<file path="src/sv/u2l_pkg.sv">
`timescale 1ns / 1ps
`default_nettype none

package u2l_pkg;

   // raw bytes one item can flush ahead of, or instead of, an escape
   localparam int RAW_MAX     = 4;
   localparam int RAW_CNT_W   = $clog2(RAW_MAX + 1);
   localparam int QUEUE_DEPTH = 4;
   localparam int QPTR_W      = $clog2(QUEUE_DEPTH);
   localparam int POINT_W     = 21;
   localparam int POS_W       = 4;

   localparam logic [7:0]         MARK_BYTE  = 8'h25;
   localparam logic [7:0]         ESC_SHORT_TAG = 8'h75;   // 'u'
   localparam logic [7:0]         ESC_LONG_TAG  = 8'h55;   // 'U'
   localparam logic [POINT_W-1:0] POINT_MAX  = 21'h10FFFF;
   localparam logic [POINT_W-1:0] SURR_LO    = 21'h00D800;
   localparam logic [POINT_W-1:0] SURR_HI    = 21'h00DFFF;
   localparam logic [POINT_W-1:0] MIN_TWO    = 21'h000080;
   localparam logic [POINT_W-1:0] MIN_THREE  = 21'h000800;
   localparam logic [POINT_W-1:0] MIN_FOUR   = 21'h010000;
   localparam logic [POINT_W-1:0] BMP_MAX    = 21'h00FFFF;
   localparam logic [POINT_W-1:0] LATIN1_MAX = 21'h0000FF;

   localparam logic [POS_W-1:0] ESC_SHORT_LEN = 4'd6;
   localparam logic [POS_W-1:0] ESC_LONG_LEN  = 4'd8;

   typedef enum logic [1:0] {
      ESC_NONE,
      ESC_SHORT,
      ESC_LONG
   } esc_kind_type;

   typedef struct packed {
      logic [7:0] in_byte;
      logic       end_of_string;
   } req_type;

   typedef struct packed {
      logic [7:0] out_byte;
      logic       run_last;
      logic       string_done;
   } rsp_type;

   // one item's worth of output, as the back end expands it
   typedef struct packed {
      logic [RAW_MAX-1:0][7:0] raw;
      logic [RAW_CNT_W-1:0]    raw_count;
      esc_kind_type            esc;
      logic [POINT_W-1:0]      point;
      logic                    eos;
   } job_type;

   typedef struct packed {
      logic              full;
      logic              empty;
      logic [QPTR_W:0]   count;
   } q_status_type;

   function automatic logic [7:0] hex_char(input logic [3:0] nib);
      logic [7:0] wide;
      wide = {4'd0, nib};
      if (nib < 4'd10) begin
         hex_char = 8'h30 + wide;
      end else begin
         hex_char = 8'h37 + wide;
      end
   endfunction

endpackage

`default_nettype wire

</file>
<file path="src/sv/u2l_front.sv">
`timescale 1ns / 1ps
`default_nettype none

module u2l_front (
   input  wire logic             clock,
   input  wire logic             reset,
   input  wire logic             req_push,
   input  wire u2l_pkg::req_type req_data,
   input  wire logic             q_full,
   output logic                  job_valid,
   output u2l_pkg::job_type      job
);
   import u2l_pkg::*;

   logic [7:0]         lead_ff, lead_in;
   logic [2:0][7:0]    cont_ff, cont_in;
   logic [1:0]         need_ff, need_in;
   logic [1:0]         seen_ff, seen_in;
   logic [POINT_W-1:0] acc_ff, acc_in;

   logic               accept;
   logic [7:0]         b;
   logic               eos;
   logic               is_cont;
   logic [1:0]         seen_next;
   logic [POINT_W-1:0] acc_shift;
   logic [POINT_W-1:0] lo;
   logic [2:0][7:0]    cont_upd;
   logic               fresh;
   logic               put_pt;
   logic               put_raw;
   logic [POINT_W-1:0] pt;
   logic               invalid;

   assign accept = req_push & ~q_full;

   always_comb begin
      b         = req_data.in_byte;
      eos       = req_data.end_of_string;
      is_cont   = (b[7:6] == 2'b10);
      seen_next = seen_ff + 2'd1;
      acc_shift = {acc_ff[POINT_W-7:0], b[5:0]};
      cont_upd  = cont_ff;
      if (seen_ff != 2'd3) begin
         cont_upd[seen_ff] = b;
      end
      case (need_ff)
         2'd1:    lo = MIN_TWO;
         2'd2:    lo = MIN_THREE;
         default: lo = MIN_FOUR;
      endcase
      invalid = (acc_shift < lo) || (acc_shift > POINT_MAX)
              || ((acc_shift >= SURR_LO) && (acc_shift <= SURR_HI));

      lead_in = lead_ff;
      cont_in = cont_ff;
      need_in = need_ff;
      seen_in = seen_ff;
      acc_in  = acc_ff;

      job           = '0;
      job.raw       = {cont_ff, lead_ff};
      job.raw_count = '0;
      job.esc       = ESC_NONE;
      job.eos       = eos;
      fresh         = 1'b1;
      put_pt        = 1'b0;
      put_raw       = 1'b0;
      pt            = {13'd0, b};

      if (need_ff != 2'd0) begin
         // close the open sequence unless it keeps growing below
         lead_in = '0;
         need_in = '0;
         seen_in = '0;
         acc_in  = '0;
         if (is_cont) begin
            fresh = 1'b0;
            if (seen_next >= need_ff) begin
               if (invalid) begin
                  job.raw       = {cont_upd, lead_ff};
                  job.raw_count = {1'b0, seen_next} + 3'd1;
               end else begin
                  put_pt = 1'b1;
                  pt     = acc_shift;
               end
            end else if (eos) begin
               job.raw       = {cont_upd, lead_ff};
               job.raw_count = {1'b0, seen_next} + 3'd1;
            end else begin
               lead_in = lead_ff;
               need_in = need_ff;
               cont_in = cont_upd;
               seen_in = seen_next;
               acc_in  = acc_shift;
            end
         end else begin
            job.raw_count = {1'b0, seen_ff} + 3'd1;
         end
      end

      if (fresh) begin
         if (!b[7]) begin
            put_pt = 1'b1;
         end else if ((b[7:5] == 3'b110) || (b[7:4] == 4'b1110)
                      || (b[7:3] == 5'b11110)) begin
            if (eos) begin
               put_raw = 1'b1;
            end else begin
               lead_in = b;
               seen_in = '0;
               if (b[7:5] == 3'b110) begin
                  need_in = 2'd1;
                  acc_in  = {16'd0, b[4:0]};
               end else if (b[7:4] == 4'b1110) begin
                  need_in = 2'd2;
                  acc_in  = {17'd0, b[3:0]};
               end else begin
                  need_in = 2'd3;
                  acc_in  = {18'd0, b[2:0]};
               end
            end
         end else begin
            put_raw = 1'b1;
         end
      end

      if (put_pt && ((pt == {13'd0, MARK_BYTE}) || (pt > LATIN1_MAX))) begin
         job.esc   = (pt <= BMP_MAX) ? ESC_SHORT : ESC_LONG;
         job.point = pt;
      end else if (put_pt || put_raw) begin
         job.raw[job.raw_count[1:0]] = put_pt ? pt[7:0] : b;
         job.raw_count               = job.raw_count + 3'd1;
      end

      job_valid = accept & ((job.raw_count != '0) || (job.esc != ESC_NONE));
   end

   always_ff @(posedge clock) begin
      if (reset) begin
         lead_ff <= '0;
         need_ff <= '0;
         seen_ff <= '0;
         acc_ff  <= '0;
      end else if (accept) begin
         lead_ff <= lead_in;
         need_ff <= need_in;
         seen_ff <= seen_in;
         acc_ff  <= acc_in;
      end
   end

   always_ff @(posedge clock) begin
      if (accept) begin
         cont_ff <= cont_in;
      end
   end

endmodule

`default_nettype wire

</file>
<file path="src/sv/u2l_queue.sv">
`timescale 1ns / 1ps
`default_nettype none

module u2l_queue (
   input  wire logic             clock,
   input  wire logic             reset,
   input  wire logic             push,
   input  wire u2l_pkg::job_type push_job,
   input  wire logic             pop,
   output u2l_pkg::job_type      head_job,
   output u2l_pkg::q_status_type status
);
   import u2l_pkg::*;

   job_type           mem_ff [QUEUE_DEPTH];
   logic [QPTR_W-1:0] wr_ptr_ff, wr_ptr_in;
   logic [QPTR_W-1:0] rd_ptr_ff, rd_ptr_in;
   logic [QPTR_W:0]   count_ff, count_in;
   logic              do_push;
   logic              do_pop;

   always_comb begin
      status.count = count_ff;
      status.full  = (count_ff == (QPTR_W + 1)'(QUEUE_DEPTH));
      status.empty = (count_ff == '0);
      do_push      = push & ~status.full;
      do_pop       = pop & ~status.empty;
      wr_ptr_in    = do_push ? wr_ptr_ff + 1'b1 : wr_ptr_ff;
      rd_ptr_in    = do_pop ? rd_ptr_ff + 1'b1 : rd_ptr_ff;
      count_in     = count_ff + (QPTR_W + 1)'(do_push) - (QPTR_W + 1)'(do_pop);
      head_job     = mem_ff[rd_ptr_ff];
   end

   always_ff @(posedge clock) begin
      if (reset) begin
         wr_ptr_ff <= '0;
         rd_ptr_ff <= '0;
         count_ff  <= '0;
      end else begin
         wr_ptr_ff <= wr_ptr_in;
         rd_ptr_ff <= rd_ptr_in;
         count_ff  <= count_in;
      end
   end

   always_ff @(posedge clock) begin
      if (do_push) begin
         mem_ff[wr_ptr_ff] <= push_job;
      end
   end

endmodule

`default_nettype wire

</file>
<file path="src/sv/u2l_back.sv">
`timescale 1ns / 1ps
`default_nettype none

module u2l_back (
   input  wire logic             clock,
   input  wire logic             reset,
   input  wire u2l_pkg::job_type head_job,
   input  wire logic             q_empty,
   output logic                  q_pop,
   output logic                  rsp_empty,
   input  wire logic             rsp_pop,
   output u2l_pkg::rsp_type      rsp_data
);
   import u2l_pkg::*;

   logic [POS_W-1:0] pos_ff, pos_in;
   logic             out_valid_ff, out_valid_in;
   rsp_type          out_ff, out_in;

   logic             load;
   logic             step;
   logic [POS_W-1:0] esc_len;
   logic [POS_W-1:0] total;
   logic [POS_W-1:0] raw_cnt;
   logic [POS_W-1:0] esc_pos;
   logic [POS_W-1:0] ndig;
   logic [2:0]       nib_idx;
   logic [23:0]      point_ext;
   logic [3:0]       nib;
   logic             last;
   logic [7:0]       cur_byte;

   always_comb begin
      case (head_job.esc)
         ESC_SHORT: begin
            esc_len = ESC_SHORT_LEN;
            ndig    = 4'd4;
         end
         ESC_LONG: begin
            esc_len = ESC_LONG_LEN;
            ndig    = 4'd6;
         end
         default: begin
            esc_len = '0;
            ndig    = '0;
         end
      endcase
      raw_cnt   = {1'b0, head_job.raw_count};
      total     = raw_cnt + esc_len;
      last      = (pos_ff == total - 4'd1);
      esc_pos   = pos_ff - raw_cnt;
      // digits run from the top nibble down; the first two escape bytes are the mark and tag
      nib_idx   = 3'(ndig + 4'd1 - esc_pos);
      point_ext = {3'd0, head_job.point};
      nib       = 4'(point_ext >> {nib_idx, 2'b00});

      if (pos_ff < raw_cnt) begin
         cur_byte = head_job.raw[pos_ff[1:0]];
      end else if (esc_pos == 4'd0) begin
         cur_byte = MARK_BYTE;
      end else if (esc_pos == 4'd1) begin
         cur_byte = (head_job.esc == ESC_SHORT) ? ESC_SHORT_TAG : ESC_LONG_TAG;
      end else begin
         cur_byte = hex_char(nib);
      end

      // refill the output register as it drains
      load  = ~out_valid_ff | rsp_pop;
      step  = ~q_empty & load;
      q_pop = step & last;

      pos_in = pos_ff;
      if (step) begin
         pos_in = last ? '0 : pos_ff + 4'd1;
      end

      out_valid_in = step | (out_valid_ff & ~rsp_pop);
      out_in       = out_ff;
      if (step) begin
         out_in.out_byte    = cur_byte;
         out_in.run_last    = last;
         out_in.string_done = last & head_job.eos;
      end

      rsp_empty = ~out_valid_ff;
      rsp_data  = out_ff;
   end

   always_ff @(posedge clock) begin
      if (reset) begin
         pos_ff       <= '0;
         out_valid_ff <= 1'b0;
      end else begin
         pos_ff       <= pos_in;
         out_valid_ff <= out_valid_in;
      end
   end

   always_ff @(posedge clock) begin
      out_ff <= out_in;
   end

endmodule

`default_nettype wire

</file>
<file path="src/sv/utf8_to_latin1_escaping_encoder.sv">
`timescale 1ns / 1ps
`default_nettype none

// Channel   Ports                          Beat
// --------  -----------------------------  --------------------------------
// request   req_push, req_full, req_data   one UTF-8 byte + end flag
// response  rsp_pop, rsp_empty, rsp_data   one Latin-1 byte + run/done flags
//
// The decoder takes one byte per cycle while the 4-entry job queue has room.
// The expander emits one output byte per cycle while the output register is
// free or being popped; an item yields 0 to 9 bytes (an escape takes 6 or 8).
// Each result byte is registered in the output register that drives rsp_data.
// Synchronous reset empties the queue and the output register and closes
// any open sequence; a stalled pop backs up through the queue to req_full.

module utf8_to_latin1_escaping_encoder (
   input  wire logic             clock,
   input  wire logic             reset,
   input  wire logic             req_push,
   output logic                  req_full,
   input  wire u2l_pkg::req_type req_data,
   output logic                  rsp_empty,
   input  wire logic             rsp_pop,
   output u2l_pkg::rsp_type      rsp_data
);
   import u2l_pkg::*;

   logic         job_valid;
   job_type      job;
   job_type      head_job;
   q_status_type q_stat;
   logic         q_pop;

   assign req_full = q_stat.full;

   u2l_front u_front (
      .clock     (clock),
      .reset     (reset),
      .req_push  (req_push),
      .req_data  (req_data),
      .q_full    (q_stat.full),
      .job_valid (job_valid),
      .job       (job)
   );

   u2l_queue u_queue (
      .clock    (clock),
      .reset    (reset),
      .push     (job_valid),
      .push_job (job),
      .pop      (q_pop),
      .head_job (head_job),
      .status   (q_stat)
   );

   u2l_back u_back (
      .clock     (clock),
      .reset     (reset),
      .head_job  (head_job),
      .q_empty   (q_stat.empty),
      .q_pop     (q_pop),
      .rsp_empty (rsp_empty),
      .rsp_pop   (rsp_pop),
      .rsp_data  (rsp_data)
   );

   a_done_is_last: assert property (@(posedge clock) disable iff (reset)
      (!rsp_empty && rsp_data.string_done) |-> rsp_data.run_last)
      else $error("string_done without run_last");

   a_reset_idle: assert property (@(posedge clock)
      reset |=> (rsp_empty && !req_full))
      else $error("block not idle after reset");

   a_raw_bound: assert property (@(posedge clock) disable iff (reset)
      (job_valid && job.esc != ESC_NONE) |-> (job.raw_count < 3'd4))
      else $error("escape job carries too many raw bytes");

   a_push_lands: assert property (@(posedge clock) disable iff (reset)
      (job_valid && q_stat.empty) |=> !q_stat.empty)
      else $error("job pushed into empty queue was lost");

endmodule

`default_nettype wire

</file>
<file path="config.mk">
export PLATFORM = sky130hd
export DESIGN_NAME = utf8_to_latin1_escaping_encoder
export DESIGN_NICKNAME = d
export VERILOG_FILES = /design/src/sv/u2l_pkg.sv /design/src/sv/u2l_front.sv /design/src/sv/u2l_queue.sv /design/src/sv/u2l_back.sv /design/src/sv/utf8_to_latin1_escaping_encoder.sv
export SDC_FILE = /design/constraint.sdc
export NUM_CORES = 1
export LEC_CHECK = 0
export ABC_AREA = 1
export BUFFER_PORTS_ARGS = -buffer_cell sky130_fd_sc_hd__buf_2
export CELL_PAD_IN_SITES_DETAIL_PLACEMENT = 1
export CELL_PAD_IN_SITES_GLOBAL_PLACEMENT = 2
export CORE_MARGIN = 8
export CORE_UTILIZATION = 42
export DETAILED_ROUTE_END_ITERATION = 8
export PLACE_DENSITY_LB_ADDON = 0.1
export SYNTH_ARGS = -nofsm -noshare
export SYNTH_HDL_FRONTEND = slang
export SYNTH_SLANG_ARGS = --single-unit
</file>
<file path="constraint.sdc">
create_clock -name clock -period 6.1 [get_ports clock]
set_input_delay 0.915 -clock clock [delete_from_list [all_inputs] [get_ports clock]]
set_output_delay 0.915 -clock clock [all_outputs]
set_load 0.05 [all_outputs]
</file>
======== Word-level counts from Yosys, hierarchy flattened ========
Memories as Yosys holds them, arrays and structs flattened. A register that Yosys moved wholly into a read port is not among the register bits.
Cells that the tools add are included.
operators by class
  $add $sub $neg .......................... 16
  $lt $le $gt $ge ......................... 14
  eq/ne operators ......................... 13
  shift operators ......................... 1
  muxes and demuxes ....................... 85
  bitwise operators ....................... 16
  reductions and logical operators ........ 17
operators by type and width
  operator                number
  $mux W21                13
  $mux W35                6
  $mux W8                 16
  $le A21 B16 Y1 const B  2
  $mux W2                 20
  $pmux W17 S2            1
  $bwmux W32              1
  $demux W8 S2            2
  $mux W32                1
  $bwmux W24              1
  $mux W24                1
  $mux W23                1
  $eq A21 B6 Y1 const B   1
  $ge A21 B16 Y1 const B  1
  $gt A21 B21 Y1 const B  1
  $gt A21 B8 Y1 const B   1
  $lt A21 B17 Y1          1
  $shr A21 B5 Y4          1
  $bmux W8 S2             1
  $mux W1                 15
  $add A6 B4 Y7 const A   2
  $lt A2 B3 Y1 const B    3
  $and A1 B1 Y1           8
  $mux W4                 2
  35 further kinds        60
word-level totals
  register bits ........................... 79
  memory bits (writable) .................. 236
  output and inout bits ................... 12
  word-level logic and storage cells ...... 178
  memories ................................ 1
memory list
  memory          words  bits a word  read ports  clocked after memory_dff  write ports  RTL line         text
  u_queue.mem_ff  4      59           1           1                         1            u2l_queue.sv:15  job_type mem_ff [QUEUE_DEPTH];

======== Depth between registers and ports, before layout ========
  depth after elaboration ................. 23
  mapped depth ............................ 28

======== Hierarchy ========
A second synthesis with hierarchy kept.
second synthesis, totals
  cells, all modules ...................... 1547
  area, all modules ....................... 15085.7 µm²
by module, submodules not included
  module     instances  cells an instance  area each (µm²)  sequential area each (µm²)
  u2l_queue  1          638                9203.8           7267.0
  u2l_front  1          668                4282.9           1261.2
  u2l_back   1          241                1599.0           400.4

======== Least setup slack after synthesis ========
OpenSTA, ideal clock, no wires.
  path kind ............................... reg2reg
  start point ............................. register u_front.seen_ff[0]
  end point ............................... memory u_queue.mem_ff[0][0] (netlist name) (enable)
  arrival ................................. 4.340 ns
  required time ........................... 5.671 ns
  setup slack ............................. 1.331 ns
  cell stages (with the launch flop) ...... 23
  buffers on the path ..................... 0
  cells stage by stage .................... dfxtp_1 > inv_1 > ha_1 > ha_1 > o21ai_0 > nand2_1 > inv_2 > nand2_1 > nand3_1 > inv_1 > nand2_1 > nand2_1 > nand2_1 > inv_1 > ha_1 > nand3b_1 > nand2_1 > nand2_1 > o211ai_1 > inv_2 > nand2_4 > nand2_2 > nor2_2
between the ends
  word-level cells in the longest chain between the ends .. 16
  elaborated cells on any way between the ends .. 35
  classes of those cells .................. 4 x add/sub; 3 x order compare; 1 x eq/ne; 19 x mux; 2 x bitwise; 6 x reduce/logical
RTL lines
  what                                                    RTL line          text
  start, declared                                         u2l_front.sv:18   logic [1:0] seen_ff, seen_in;
  start signal, assigned                                  u2l_front.sv:148  seen_ff <= seen_in;
  branches (longest 11 deep; another with $gt A21 B8 Y1)  -
  $logic_or A1 B1 Y1 *                                    u2l_front.sv:136  job_valid = accept & ((job.raw_count != '0) || (job.esc != ESC_NONE));
  $and A1 B1 Y1 *                                         u2l_front.sv:136
  $and A1 B1 Y1 *                                         u2l_queue.sv:26   do_push = push & ~status.full;
  $mux W1 *                                               u2l_queue.sv:47   if (do_push) begin
  $mux W1 (implied by the code) *                         u2l_queue.sv:48   mem_ff[wr_ptr_ff] <= push_job;
  end, declared                                           u2l_queue.sv:15
Every way passes the cells marked *.

======== Worst setup path in the final report ========
  start point ............................. register u_front.seen_ff[0]
  end point ............................... memory u_queue.mem_ff[1][32] (netlist name) (enable)
The elaborated chain is that of the path after synthesis.

==> results.json <==
{
  "status": "finished clean",
  "cap_violations": 0,
  "p_seq_share_pct": 41.9,
  "ctsRootBufferMaster": "clkbuf_16",
  "p_comb_share_pct": 24.1,
  "ys_seq_area_share_pct": 60.2,
  "drtAntennaViolNets": 0,
  "yosys.area.top_type_share_pct": 54.7,
  "ys_ff_latch": 311,
  "dieArea_mm2": 0.0416,
  "htreeDepth": 2,
  "met2_usage_pct": 31.7,
  "synth_edf_count": 270,
  "drtIter0Drc": 736,
  "ir_worst_vdd_mv": 0.254,
  "cp-start-kind": "flip-flop",
  "syn_area_per_cell_um2": 9.94,
  "layout-drive-gt1-share_pct": 8.64,
  "worst_slew_pin_slew_ns": 1.16,
  "swShare_pct": 32.3,
  "synth.distinct_cells": 50,
  "clock.fmax_ghz": 0.194,
  "critical_path_class": "flip-flop to flip-flop",
  "route.detailed.drc": 0,
  "hold_violations": 0,
  "finalSetupViolations": 0,
  "cts_setup_buffers": 0,
  "antenna-diode-count": 0,
  "total_switching_power_mw": 2.02,
  "top_level_ports": 25,
  "relSlewSlack_pct": 22.9,
  "syn_to_final_growth_pct": 11.9,
  "p_int_mw": 4.23,
  "numCtsBuffers": 37,
  "ys_top_cells_by_area": "edfxtp_1 55%, o21ai_0 6.4%, dfxtp_1 5.5%",
  "holdBufCountCts": 0,
  "antenna_found_initial": 0,
  "hp-class": "flip-flop to flip-flop",
  "ctsResizeCount": 0,
  "async_flop_share_pct": 0,
  "gr-total-overflow": 0,
  "vias": 11000,
  "via_per_inst": 5.52,
  "track_usage_pct": 20.1,
  "met1_usage_pct": 28.8,
  "die_height_um": 204,
  "final_nets": 1547,
  "path_clk_slew_ns": 0.06,
  "post-route-period-util_pct": 84.4,
  "grt.met3_usage_pct": 2.93,
  "synthCells": 1492,
  "synth_common_cells": "270 x edfxtp_1, 209 x nand2_1, 193 x nor2_1, 191 x o21ai_0, 151 x inv_1",
  "synthFlopType": "edfxtp_1",
  "fin_util_pct": 47.2,
  "core_mm2": 0.0351,
  "num_rows": 69,
  "clockBufferDepth": 3,
  "gp_congestion": 0.796,
  "dp_hpwl_um": 28100,
  "cp-end-kind": "flip-flop",
  "wl_per_cell_um": 21.3,
  "io_buffers": 24,
  "min_delay_path_depth": 2,
  "slew_viol_final": 0,
  "rr_worst_depth": 23,
  "worstSkewPairLatency_ns": 0.53,
  "leakage_nw": 6.02,
  "die_w_um": 204,
  "grt_pass1_vias": 10800,
  "cp_max_fo": 45,
  "syn_area_mm2": 0.0148,
  "power_mw": 6.25,
  "grt.busiest_layer": "met2",
  "yosys_warnings": 0,
  "yosys.area.top_type": "edfxtp_1",
  "synth_nets": 1541,
  "cts_sinks": 311,
  "yosysMostFrequentCell": "edfxtp_1",
  "grt_max_degree": 107,
  "p_per_area_mw_per_mm2": 377,
  "dr.pass1.iters": 5,
  "rsz0062_at_grt": "false",
  "tritoncts": "done",
  "arrival_ns": 5.34,
  "routed_wl_um": 42400,
  "grt_pass1_wl_um": 64400,
  "pwr-share-clk_pct": 34.0,
  "start_util_pct": 42.2,
  "required_ns": 6.29,
  "min_period_ns": 5.15,
  "skew_ns": 0.0151,
  "fin_tns_setup_ns": 0,
  "nFillCells": 3901
}
[registers in the layout, indices dropped and copies added (netlist names), named ones only]
name and count:
u_front.seen_ff 2, u_front.acc_ff 15, u_queue.wr_ptr_ff 2, u_front.lead_ff 8
u_back.rsp_data 10, u_queue.count_ff 3, u_queue.mem_ff 236, u_front.cont_ff 24
u_back.pos_ff 4, u_queue.rd_ptr_ff 2, u_front.need_ff 2, u_back.out_valid_ff 1
[worst paths after layout]
kind,end,slack (ns),start
worst min register to register,u_front.lead_ff[5],0.48,u_front.lead_ff[5]
worst max register to register,u_queue.mem_ff[1][32],0.95,u_front.seen_ff[0]
worst max-delay path,u_queue.mem_ff[1][32],0.95,u_front.seen_ff[0]
worst min-delay path,u_front.lead_ff[5],0.48,u_front.lead_ff[5]
[cell usage in the layout, fill, tap and decap left out, drive strengths merged, types with 33 or more instances in the layout]
master  synthesis  routed
edfxtp        270     270
nand2         222     222
o21ai         219     219
nor2          202     202
inv           158     160
a21oi          75      75
nand3          58      58
clkbuf         54      50
dfxtp          41      41
buf            18      39
ha             33      33
[area by class of cell]
cell class / instances / area [µm²] / share of cell area (%)
Inverter: 161 / 606 / 3.65
Clock buffer: 50 / 1060 / 6.37
Clock inverter: 18 / 118 / 0.708
Tap cell: 461 / 577 / 3.47
Timing Repair Buffer: 39 / 283 / 1.70
Multi-Input combinational cell: 948 / 5030 / 30.3
Sequential cell: 311 / 8930 / 53.8
[cells by family (layout without fill, tap and decap cells)]
logic type | after synthesis | count (layout) | share of synthesized area (%)
simple gates | 490 | 490 | 13.9
mux | 2 | 2 | 0.152
compound gates | 408 | 408 | 15.7
xor+xnor | 12 | 12 | 0.708
flops | 311 | 311 | 60.2
fa+ha+maj | 36 | 36 | 3.19
buf+inv | 233 | 268 | 6.11
[critical path, stage by stage, from the launching register on]
cell	delay [ns]
dfxtp_1	0.48
inv_1	0.17
ha_1	0.38
ha_1	0.29
o21ai_0	0.07
nand2_1	0.38
inv_2	0.53
nand2_1	0.20
nand3_1	0.11
inv_1	0.04
nand2_1	0.05
nand2_1	0.08
nand2_1	0.13
inv_1	0.12
ha_1	0.26
nand3b_1	0.16
nand2_1	0.07
nand2_1	0.05
o211ai_1	0.10
inv_2	0.06
nand2_4	0.08
nand2_2	0.15
nor2_4	0.45
buf_12	0.34
[metal layers]
metal / part of all wire (%) / wire, µm
met5: 0 / 0
met4: 1.9 / 821
met3: 5.0 / 2140
met2: 45 / 19300
met1: 48 / 20200
[power groups by stage]
stage | Clock (mW) | Sequential (mW) | Combinational [mW]
finish | 2.13 | 2.62 | 1.50
global route | 2.25 | 2.64 | 1.65
CTS | 2.17 | 2.62 | 1.53
detailed placement | 0 | 2.67 | 1.52
global placement | 0 | 2.66 | 1.47
floorplan | 0 | 2.77 | 0.899
[through the flow]
stage / std cells / setup WS [ns] / hold WS [ns] / area, µm²
finish: 1988 / 0.953 / 0.479 / 16600
global route: 1988 / 0.511 / 0.490 / 16600
CTS: 1988 / 0.907 / 0.475 / 16600
detailed placement: 1920 / 0.924 / 0.452 / 15400
global placement: 1920 / 1.10 / 0.454 / 15400
floorplan: 1492 / 1.33 / 0.440 / 14800
Power figures use the tool's default switching activity.
